File: src/rtl/core/lrw_pkg.sv
// Link recovery watchdog: shared types, codes and constants.
// No dependencies; every other file of the block imports this package.
`default_nettype none

package lrw_pkg;

  // Incoming traffic younger than this counts as proof of reachability.
  localparam logic [31:0] RX_FRESH_MS   = 32'd30000;
  // A backward clock rebase at least this large is a clock step.
  localparam logic [31:0] CLOCK_STEP_MS = 32'd60000;

  localparam int unsigned CfgIdxW = 3;

  typedef enum logic [CfgIdxW-1:0] {
    CFG_REASSOC_COOLDOWN = 3'd0,
    CFG_UNREACH_REASSOC  = 3'd1,
    CFG_UNREACH_REBOOT   = 3'd2,
    CFG_HEAP_REASSOC     = 3'd3,
    CFG_HEAP_REBOOT      = 3'd4,
    CFG_MEM_LOW_THR      = 3'd5,
    CFG_MEM_CLEAR_THR    = 3'd6,
    CFG_ALLOW_REBOOT     = 3'd7
  } cfg_idx_e;

  typedef enum logic [1:0] {
    PROBE_NONE = 2'd0,
    PROBE_OK   = 2'd1,
    PROBE_FAIL = 2'd2
  } probe_e;

  typedef enum logic [1:0] {
    ACT_NONE    = 2'd0,
    ACT_REASSOC = 2'd1,
    ACT_REBOOT  = 2'd2
  } action_e;

  typedef enum logic [2:0] {
    REASON_NONE       = 3'd0,
    REASON_STACK_DEAD = 3'd1,
    REASON_UNREACH    = 3'd2,
    REASON_HEAP_LOW   = 3'd3,
    REASON_CLOCK_STEP = 3'd4
  } reason_e;

  typedef struct packed {
    logic [31:0] cooldown_ms;
    logic [31:0] unr_first_ms;
    logic [31:0] unr_escal_ms;
    logic [31:0] mem_first_ms;
    logic [31:0] mem_escal_ms;
    logic [31:0] mem_low_thr;
    logic [31:0] mem_clear_thr;
    logic        allow_reboot;
  } cfg_t;

  typedef struct packed {
    logic [31:0]        now_ms;
    logic [31:0]        rebase_count;
    logic signed [31:0] rebase_offset_ms;
    logic               link_up;
    logic [1:0]         probe_result;
    logic [31:0]        rx_age_ms;
    logic [31:0]        free_heap;
  } in_item_t;

  typedef struct packed {
    logic [1:0]  action;
    logic [2:0]  reason_code;
    logic [31:0] recovery_total;
    logic [31:0] reboot_total;
  } out_item_t;

endpackage

`default_nettype wire

File: src/rtl/core/lrw_if.sv
// Link recovery watchdog: valid/ready channel interfaces for samples and results.
// Depends on lrw_pkg for the payload types.
`default_nettype none

interface lrw_in_if;
  import lrw_pkg::*;

  logic     valid;
  logic     ready;
  in_item_t data;

  modport source (output valid, output data, input ready);
  modport sink   (input valid, input data, output ready);
endinterface

interface lrw_out_if;
  import lrw_pkg::*;

  logic      valid;
  logic      ready;
  out_item_t data;

  modport source (output valid, output data, input ready);
  modport sink   (input valid, input data, output ready);
endinterface

`default_nettype wire

File: src/rtl/core/link_recovery_watchdog_top.sv
// Link recovery watchdog top level: input register, decision engine, result register.
// Depends on lrw_pkg, lrw_if, lrw_cfg_regs and lrw_engine.
`default_nettype none

// Usage:
//  - item_i carries one health sample per transaction (time, rebase count and
//    offset, link state, probe result, inbound traffic age, free memory).
//  - result_o returns exactly one result per sample, in order: the action
//    (none, re-associate, reboot), the reason of the most recent action and
//    the wrapping recovery and reboot totals including this sample's action.
//  - Configuration is written through cfg_we_i/cfg_idx_i/cfg_wdata_i, one
//    register per cycle, while no sample is in flight. There is no read-back.
//  - A sample passes the input register, the engine and the result register
//    in order. Throughput: one sample per cycle while the receiver does not
//    stall. The rate is set by the watchdog state loop, which closes within
//    the engine, between the input register and the result register.
//  - Receiver stall: the result register holds its transaction; the input
//    register still advances into a freed result slot, and item_i.ready
//    drops once both registers are full.
//  - Reset (rst_ni low, asynchronous): configuration returns to its defaults,
//    all watchdog timers, flags and counters clear, both registers empty.

module link_recovery_watchdog_top #(
  parameter logic [31:0] RxFreshMs   = lrw_pkg::RX_FRESH_MS,
  parameter logic [31:0] ClockStepMs = lrw_pkg::CLOCK_STEP_MS
) (
  input  logic                        clk_i,
  input  logic                        rst_ni,
  input  logic                        cfg_we_i,
  input  logic [lrw_pkg::CfgIdxW-1:0] cfg_idx_i,
  input  logic [31:0]                 cfg_wdata_i,
  lrw_in_if.sink                      item_i,
  lrw_out_if.source                   result_o
);
  import lrw_pkg::*;

  cfg_t      cfg;
  in_item_t  in_q;
  logic      in_valid_q, in_valid_d;
  out_item_t out_q, result;
  logic      out_valid_q, out_valid_d;
  logic      in_fire, advance;

  lrw_cfg_regs u_cfg (
    .clk_i       (clk_i),
    .rst_ni      (rst_ni),
    .cfg_we_i    (cfg_we_i),
    .cfg_idx_i   (cfg_idx_i),
    .cfg_wdata_i (cfg_wdata_i),
    .cfg_o       (cfg)
  );

  // The held sample moves on whenever the result slot is empty or draining.
  assign advance      = in_valid_q && (!out_valid_q || result_o.ready);
  assign item_i.ready = !in_valid_q || advance;
  assign in_fire      = item_i.valid && item_i.ready;

  assign in_valid_d  = in_fire || (in_valid_q && !advance);
  assign out_valid_d = advance || (out_valid_q && !result_o.ready);

  lrw_engine #(
    .RxFreshMs   (RxFreshMs),
    .ClockStepMs (ClockStepMs)
  ) u_engine (
    .clk_i    (clk_i),
    .rst_ni   (rst_ni),
    .step_i   (advance),
    .item_i   (in_q),
    .cfg_i    (cfg),
    .result_o (result)
  );

  always_ff @(posedge clk_i or negedge rst_ni) begin
    if (!rst_ni) begin
      in_valid_q  <= 1'b0;
      out_valid_q <= 1'b0;
    end else begin
      in_valid_q  <= in_valid_d;
      out_valid_q <= out_valid_d;
    end
  end

  // Payload registers, no reset needed.
  always_ff @(posedge clk_i) begin
    if (in_fire) in_q <= item_i.data;
    if (advance) out_q <= result;
  end

  assign result_o.valid = out_valid_q;
  assign result_o.data  = out_q;

endmodule

`default_nettype wire

File: src/rtl/core/lrw_cfg_regs.sv
// Link recovery watchdog: configuration register file, write-only.
// Depends on lrw_pkg (cfg_t, register index codes).
`default_nettype none

module lrw_cfg_regs (
  input  logic                        clk_i,
  input  logic                        rst_ni,
  input  logic                        cfg_we_i,
  input  logic [lrw_pkg::CfgIdxW-1:0] cfg_idx_i,
  input  logic [31:0]                 cfg_wdata_i,
  output lrw_pkg::cfg_t               cfg_o
);
  import lrw_pkg::*;

  cfg_t cfg_q, cfg_d;

  always_comb begin
    cfg_d = cfg_q;
    if (cfg_we_i) begin
      unique case (cfg_idx_e'(cfg_idx_i))
        CFG_REASSOC_COOLDOWN: cfg_d.cooldown_ms   = cfg_wdata_i;
        CFG_UNREACH_REASSOC:  cfg_d.unr_first_ms  = cfg_wdata_i;
        CFG_UNREACH_REBOOT:   cfg_d.unr_escal_ms  = cfg_wdata_i;
        CFG_HEAP_REASSOC:     cfg_d.mem_first_ms  = cfg_wdata_i;
        CFG_HEAP_REBOOT:      cfg_d.mem_escal_ms  = cfg_wdata_i;
        CFG_MEM_LOW_THR:      cfg_d.mem_low_thr   = cfg_wdata_i;
        CFG_MEM_CLEAR_THR:    cfg_d.mem_clear_thr = cfg_wdata_i;
        CFG_ALLOW_REBOOT:     cfg_d.allow_reboot  = cfg_wdata_i[0];
        default:              cfg_d = cfg_q;
      endcase
    end
  end

  always_ff @(posedge clk_i or negedge rst_ni) begin
    if (!rst_ni) begin
      cfg_q.cooldown_ms   <= 32'd60000;
      cfg_q.unr_first_ms  <= 32'd60000;
      cfg_q.unr_escal_ms  <= 32'd300000;
      cfg_q.mem_first_ms  <= 32'd30000;
      cfg_q.mem_escal_ms  <= 32'd120000;
      cfg_q.mem_low_thr   <= 32'd16384;
      cfg_q.mem_clear_thr <= 32'd24576;
      cfg_q.allow_reboot  <= 1'b1;
    end else begin
      cfg_q <= cfg_d;
    end
  end

  assign cfg_o = cfg_q;

endmodule

`default_nettype wire

File: src/rtl/core/lrw_engine.sv
// Link recovery watchdog: watchdog state and one-pass decision logic.
// Depends on lrw_pkg; fed from the top level's input register.
`default_nettype none

module lrw_engine #(
  parameter logic [31:0] RxFreshMs   = lrw_pkg::RX_FRESH_MS,
  parameter logic [31:0] ClockStepMs = lrw_pkg::CLOCK_STEP_MS
) (
  input  logic               clk_i,
  input  logic               rst_ni,
  input  logic               step_i,   // the registered sample is consumed this cycle
  input  lrw_pkg::in_item_t  item_i,
  input  lrw_pkg::cfg_t      cfg_i,
  output lrw_pkg::out_item_t result_o
);
  import lrw_pkg::*;

  logic        started_q, started_d;
  logic [31:0] seen_rb_q, seen_rb_d;
  logic        pending_q, pending_d;
  logic [31:0] ustart_q, ustart_d;
  logic        uhandled_q, uhandled_d;
  logic [31:0] utime_q, utime_d;
  logic [31:0] hstart_q, hstart_d;
  logic        hhandled_q, hhandled_d;
  logic [31:0] htime_q, htime_d;
  logic        any_reassoc_q, any_reassoc_d;
  logic [31:0] last_reassoc_q, last_reassoc_d;
  reason_e     reason_q, reason_d;
  logic [31:0] recovery_q, recovery_d;
  logic [31:0] reboot_q, reboot_d;

  logic [31:0] now, off_u, off_mag;
  logic        step_seen, fresh, heap_low, heap_clear, cool;
  logic        c_ureboot, c_hreboot, c_step, c_ureassoc, c_hreassoc;
  action_e     act;

  assign now     = item_i.now_ms;
  assign off_u   = item_i.rebase_offset_ms;
  // Two's complement magnitude; the most negative code maps onto 2^31 as wanted.
  assign off_mag = ~off_u + 32'd1;
  assign step_seen = started_q && (item_i.rebase_count != seen_rb_q) &&
                     off_u[31] && (off_mag >= ClockStepMs);

  assign fresh      = (item_i.probe_result == PROBE_OK) ||
                      (item_i.rx_age_ms < RxFreshMs);
  assign heap_low   = item_i.free_heap < cfg_i.mem_low_thr;
  assign heap_clear = item_i.free_heap > cfg_i.mem_clear_thr;
  assign cool       = !any_reassoc_q ||
                      ((now - last_reassoc_q) >= cfg_i.cooldown_ms);

  always_comb begin
    started_d      = 1'b1;
    seen_rb_d      = item_i.rebase_count;
    pending_d      = pending_q | step_seen;
    utime_d        = utime_q;
    htime_d        = htime_q;
    any_reassoc_d  = any_reassoc_q;
    last_reassoc_d = last_reassoc_q;
    reason_d       = reason_q;
    recovery_d     = recovery_q;
    reboot_d       = reboot_q;
    act            = ACT_NONE;

    // Outage timers; a start stamp of zero means the timer is idle.
    if (!item_i.link_up) begin
      ustart_d   = '0;
      uhandled_d = 1'b0;
      hstart_d   = '0;
      hhandled_d = 1'b0;
    end else begin
      ustart_d   = ustart_q;
      uhandled_d = uhandled_q;
      if (fresh) begin
        ustart_d   = '0;
        uhandled_d = 1'b0;
      end else if (item_i.probe_result == PROBE_FAIL && ustart_q == '0) begin
        ustart_d = now;
      end
      hstart_d   = hstart_q;
      hhandled_d = hhandled_q;
      if (heap_low) begin
        if (hstart_q == '0) hstart_d = now;
      end else if (heap_clear) begin
        hstart_d   = '0;
        hhandled_d = 1'b0;
      end
    end

    c_ureboot  = uhandled_d && (ustart_d != '0) &&
                 ((now - utime_q) >= cfg_i.unr_escal_ms);
    c_hreboot  = hhandled_d && (hstart_d != '0) &&
                 ((now - htime_q) >= cfg_i.mem_escal_ms);
    c_step     = pending_d && cool;
    c_ureassoc = !uhandled_d && (ustart_d != '0) &&
                 ((now - ustart_d) >= cfg_i.unr_first_ms) && cool;
    c_hreassoc = !hhandled_d && (hstart_d != '0) &&
                 ((now - hstart_d) >= cfg_i.mem_first_ms) && cool;

    // Fixed priority; an escalation that is neither allowed nor cooled down
    // falls through to the next candidate.
    if (item_i.link_up) begin
      if (c_ureboot && cfg_i.allow_reboot) begin
        act      = ACT_REBOOT;
        reason_d = REASON_STACK_DEAD;
      end else if (c_ureboot && cool) begin
        act      = ACT_REASSOC;
        reason_d = REASON_UNREACH;
        utime_d  = now;
      end else if (c_hreboot && cfg_i.allow_reboot) begin
        act      = ACT_REBOOT;
        reason_d = REASON_HEAP_LOW;
      end else if (c_hreboot && cool) begin
        act      = ACT_REASSOC;
        reason_d = REASON_HEAP_LOW;
        htime_d  = now;
      end else if (c_step) begin
        act       = ACT_REASSOC;
        reason_d  = REASON_CLOCK_STEP;
        pending_d = 1'b0;
      end else if (c_ureassoc) begin
        act        = ACT_REASSOC;
        reason_d   = REASON_UNREACH;
        uhandled_d = 1'b1;
        utime_d    = now;
      end else if (c_hreassoc) begin
        act        = ACT_REASSOC;
        reason_d   = REASON_HEAP_LOW;
        hhandled_d = 1'b1;
        htime_d    = now;
      end
    end

    case (act)
      ACT_REASSOC: begin
        any_reassoc_d  = 1'b1;
        last_reassoc_d = now;
        recovery_d     = recovery_q + 32'd1;
      end
      ACT_REBOOT: reboot_d = reboot_q + 32'd1;
      default: ;
    endcase
  end

  always_ff @(posedge clk_i or negedge rst_ni) begin
    if (!rst_ni) begin
      started_q      <= 1'b0;
      seen_rb_q      <= '0;
      pending_q      <= 1'b0;
      ustart_q       <= '0;
      uhandled_q     <= 1'b0;
      utime_q        <= '0;
      hstart_q       <= '0;
      hhandled_q     <= 1'b0;
      htime_q        <= '0;
      any_reassoc_q  <= 1'b0;
      last_reassoc_q <= '0;
      reason_q       <= REASON_NONE;
      recovery_q     <= '0;
      reboot_q       <= '0;
    end else if (step_i) begin
      started_q      <= started_d;
      seen_rb_q      <= seen_rb_d;
      pending_q      <= pending_d;
      ustart_q       <= ustart_d;
      uhandled_q     <= uhandled_d;
      utime_q        <= utime_d;
      hstart_q       <= hstart_d;
      hhandled_q     <= hhandled_d;
      htime_q        <= htime_d;
      any_reassoc_q  <= any_reassoc_d;
      last_reassoc_q <= last_reassoc_d;
      reason_q       <= reason_d;
      recovery_q     <= recovery_d;
      reboot_q       <= reboot_d;
    end
  end

  assign result_o.action         = act;
  assign result_o.reason_code    = reason_d;
  assign result_o.recovery_total = recovery_d;
  assign result_o.reboot_total   = reboot_d;

endmodule

`default_nettype wire

File: src/flat_wrapper.sv
// flat-port wrapper written by rule: the top's interface ports become plain ports
module link_recovery_watchdog_top_flat import lrw_pkg::*;
#(
  parameter logic [31:0] RxFreshMs   = lrw_pkg::RX_FRESH_MS,
  parameter logic [31:0] ClockStepMs = lrw_pkg::CLOCK_STEP_MS
)
  (clk_i, rst_ni, cfg_we_i, cfg_idx_i, cfg_wdata_i, item_i_valid, item_i_data, item_i_ready, result_o_valid, result_o_data, result_o_ready);
  lrw_in_if item_i_i ();
  lrw_out_if result_o_i ();
  input  logic clk_i;
  input  logic rst_ni;
  input  logic cfg_we_i;
  input  logic [lrw_pkg::CfgIdxW-1:0] cfg_idx_i;
  input  logic [31:0] cfg_wdata_i;
  input wire logic [$bits(item_i_i.valid)-1:0] item_i_valid;
  input wire logic [$bits(item_i_i.data)-1:0] item_i_data;
  output wire logic [$bits(item_i_i.ready)-1:0] item_i_ready;
  output wire logic [$bits(result_o_i.valid)-1:0] result_o_valid;
  output wire logic [$bits(result_o_i.data)-1:0] result_o_data;
  input wire logic [$bits(result_o_i.ready)-1:0] result_o_ready;
  assign item_i_i.valid = item_i_valid;
  assign item_i_i.data = item_i_data;
  assign item_i_ready = item_i_i.ready;
  assign result_o_valid = result_o_i.valid;
  assign result_o_data = result_o_i.data;
  assign result_o_i.ready = result_o_ready;
  link_recovery_watchdog_top #(.RxFreshMs(RxFreshMs), .ClockStepMs(ClockStepMs)) u_core (.clk_i(clk_i), .rst_ni(rst_ni), .cfg_we_i(cfg_we_i), .cfg_idx_i(cfg_idx_i), .cfg_wdata_i(cfg_wdata_i), .item_i(item_i_i), .result_o(result_o_i));
endmodule
File: config.mk
export PLATFORM = sky130hd
export DESIGN_NAME = link_recovery_watchdog_top_flat
export DESIGN_NICKNAME = d
export VERILOG_FILES = /design/src/rtl/core/lrw_pkg.sv /design/src/rtl/core/lrw_if.sv /design/src/rtl/core/link_recovery_watchdog_top.sv /design/src/rtl/core/lrw_cfg_regs.sv /design/src/rtl/core/lrw_engine.sv /design/src/flat_wrapper.sv
export SDC_FILE = /design/constraint.sdc
export NUM_CORES = 2
export LEC_CHECK = 0
export BUFFER_PORTS_ARGS = -buffer_cell sky130_fd_sc_hd__buf_2
export CAP_MARGIN = 20
export CORE_AREA = 8 8 355 357
export CTS_CLUSTER_DIAMETER = 100
export CTS_CLUSTER_SIZE = 20
export DETAILED_ROUTE_END_ITERATION = 16
export DIE_AREA = 0 0 363 365
export REMOVE_ABC_BUFFERS = 1
export SYNTH_ARGS = -nofsm -noshare
export SYNTH_HDL_FRONTEND = slang
export SYNTH_HIERARCHICAL = 1
export SYNTH_SLANG_ARGS = --single-unit
File: constraint.sdc
create_clock -name clk_i -period 8.95 [get_ports clk_i]
set_clock_uncertainty 0.15 [all_clocks]
set_input_delay 1.79 -clock clk_i [delete_from_list [all_inputs] [get_ports clk_i]]
set_output_delay 1.79 -clock clk_i [all_outputs]
set_load 0.01 [all_outputs]
==> flow_summary.json <==
{
  "min_period_ns": 8.47,
  "top_layer_used": "met5",
  "hold_viol": 0,
  "start_util_pct": 34.5,
  "vias": 28600,
  "max-vdd-ir-drop_mv": 0.157,
  "grt_use_total_pct": 14.8,
  "htree_num_levels": 2,
  "wl_met3_microns": 3440,
  "slew_viol_final": 0,
  "finalPower_w": 0.0124,
  "cts_buffers": 44,
  "ys_warn_count": 6,
  "p_sw_share_pct": 37.9,
  "core_sq_mm": 0.121,
  "syn_avg_cell_area_sq_um": 10.9,
  "power.net_switching_w": 0.00468,
  "worst_pin_slew_ns": 1.04,
  "cts_hold_buffers": 0,
  "via_per_inst": 4.96,
  "grt_overflow_total": 0,
  "drive_above_1_share_pct": 20.0,
  "drt_iter0_drc": 1824,
  "routed-wl-met2_microns": 50200,
  "nets": 4681,
  "die_w_microns": 363,
  "area_growth_pct": 12.3,
  "drt.antenna.violating_nets": 0,
  "max-cap-violations": 0,
  "numClockSinks": 719,
  "die-area_sq_mm": 0.132,
  "insertion_delay_ns": 0.63,
  "worstSetupStartpointType": "flop",
  "setup_viol": 0,
  "crit_slowest_cell": "a221o_1",
  "wl_met1_microns": 44000,
  "dp_hpwl_microns": 76200,
  "antenna_found_initial": 12,
  "rows": 128,
  "power_density_mw_per_mm2": 265,
  "cts-root-buf": "clkbuf_16",
  "synthCells": 3805,
  "io_buffers": 269,
  "routedWlPerCell_microns": 17.4,
  "drt_wl_total_microns": 100000,
  "r2r_cells": 35,
  "rsz0062_at_grt": "false",
  "critPathArrivalTime_ns": 8.81,
  "cts.clk_slew.worst_paths_ns": 0.08,
  "p_leak_nw": 20.7,
  "cts_buffer_depth": 3,
  "slew_headroom_pct": 30.6,
  "grt_pass1_vias": 28300,
  "largest_register_ffs": 225,
  "holdPathStages": 1,
  "max_stage_delay_ns": 0.45,
  "cell_internal_pwr_w": 0.00769,
  "clock.fmax_mhz": 118,
  "r2r_slack_ns": 0.48,
  "postLayoutCoreUtil_pct": 38.7,
  "required_ns": 9.29,
  "place.gp.congestion": 0.848,
  "drc": 0,
  "drt_pre_antenna_iters": 5,
  "crit_top_cell": "a21oi_1",
  "tritoncts": "yes",
  "seq_power_share_pct": 35.6,
  "hp-class": "reg2reg",
  "comb_power_share_pct": 46.6,
  "worstSetupPathType": "reg2reg",
  "synth_area_sq_mm": 0.0416,
  "grt_pass1_wl_microns": 159000,
  "ioPinCount": 274,
  "outcome": "completed",
  "cp_max_fo": 32,
  "clkPwrFrac_pct": 17.9,
  "grt_max_degree": 147,
  "period_share_pct": 94.7,
  "critical_path.endpoint_type": "flop",
  "die_y_microns": 365
}
## worst paths after layout
| check | startpoint | endpoint |
|---|---|---|
| worst max-delay path | u_core/in_q[30] | u_core/u_engine/htime_q[17] |
| worst min-delay path | u_core/u_engine/any_reassoc_q | u_core/u_engine/any_reassoc_q |
| worst max register to register | u_core/in_q[30] | u_core/u_engine/htime_q[17] |
| worst min register to register | u_core/u_engine/any_reassoc_q | u_core/u_engine/any_reassoc_q |
| max in group asynchronous | rst_ni | u_core/u_engine/recovery_q[1] |
| min in group asynchronous | rst_ni | u_core/u_cfg/cfg_o[33] |
## critical path, delay by kind of cell, from the launching register on
family | cells | cell delay [ns]
AO/OA/AOI/OAI | 16 | 3.49
buffers and inverters | 4 | 0.68
AND/OR/NAND/NOR | 9 | 1.88
flip-flops | 1 | 0.42
multiplexers | 1 | 0.36
XOR/XNOR | 1 | 0.08
adder cells (fa/ha/maj) | 4 | 1.24
## cell type report
type,count,area [sq um]
Clock buffer,66,1190
Inverter,366,1380
Sequential cell,719,19200
Timing Repair Buffer,337,1990
Clock inverter,13,195
Tap cell,1625,2030
Antenna cell,7,17.5
Fill cell,11700,73900
Multi-Input combinational cell,2624,20700
## power groups by stage
stage	Combinational [W]	Sequential [W]	Clock, W
6_report	0.00576	0.00440	0.00221
5_1_grt	0.00653	0.00449	0.00242
4_1_cts	0.00572	0.00440	0.00231
3_5_place_dp	0.00567	0.00447	0
3_3_place_gp	0.00556	0.00445	0
2_1_floorplan	0.00424	0.00438	0
## stage by stage
stage                     instances  setup slack (ns)  instance area, sq um  hold WS, ns  setup TNS (ns)
final                          5757             0.477                 46700        0.332               0
after CTS                      5746            0.0529                 46500        0.334               0
after global routing           5757            0.0163                 46700        0.360               0
after detailed placement       5667            0.0315                 45100        0.311               0
after floorplan                3709            -0.846                 41100        0.285          -48.79
after global placement         5667           0.00463                 45100        0.303               0
## routing by layer
| metal | GRT usage (%) | up-vias |
|---|---|---|
| met3 | 1.70 | 125 |
| met5 | 0 | - |
| met4 | 4.55 | 2 |
| li1 | - | 14200 |
| met2 | 26.1 | 481 |
| met1 | 19.0 | 13800 |
## placed cells by master, fill, tap and decap left out, types with 28 or more instances in the layout
master,count
a21o_1,125
a21oi_1,204
and3_1,52
buf_2,268
buf_4,58
clkbuf_16,44
dfrtp_1,451
dfstp_2,40
edfxtp_1,228
ha_1,381
inv_1,365
mux2_1,46
mux2_2,313
nand2_1,251
nand3_1,108
nand4_1,73
nor2_1,123
nor3_1,38
nor4_1,53
o21a_1,32
o21ai_0,160
o21bai_1,28
or2_2,39
xnor2_1,206
xor2_1,81
## repair_timing
action	4_1_cts	5_1_grt
endpoints found under the setup margin	30	168
setup buffers	0	2
gates cloned	0	0
pin swaps	0	4
gates resized for setup	1	15
(Power assumes the default switching activity.)
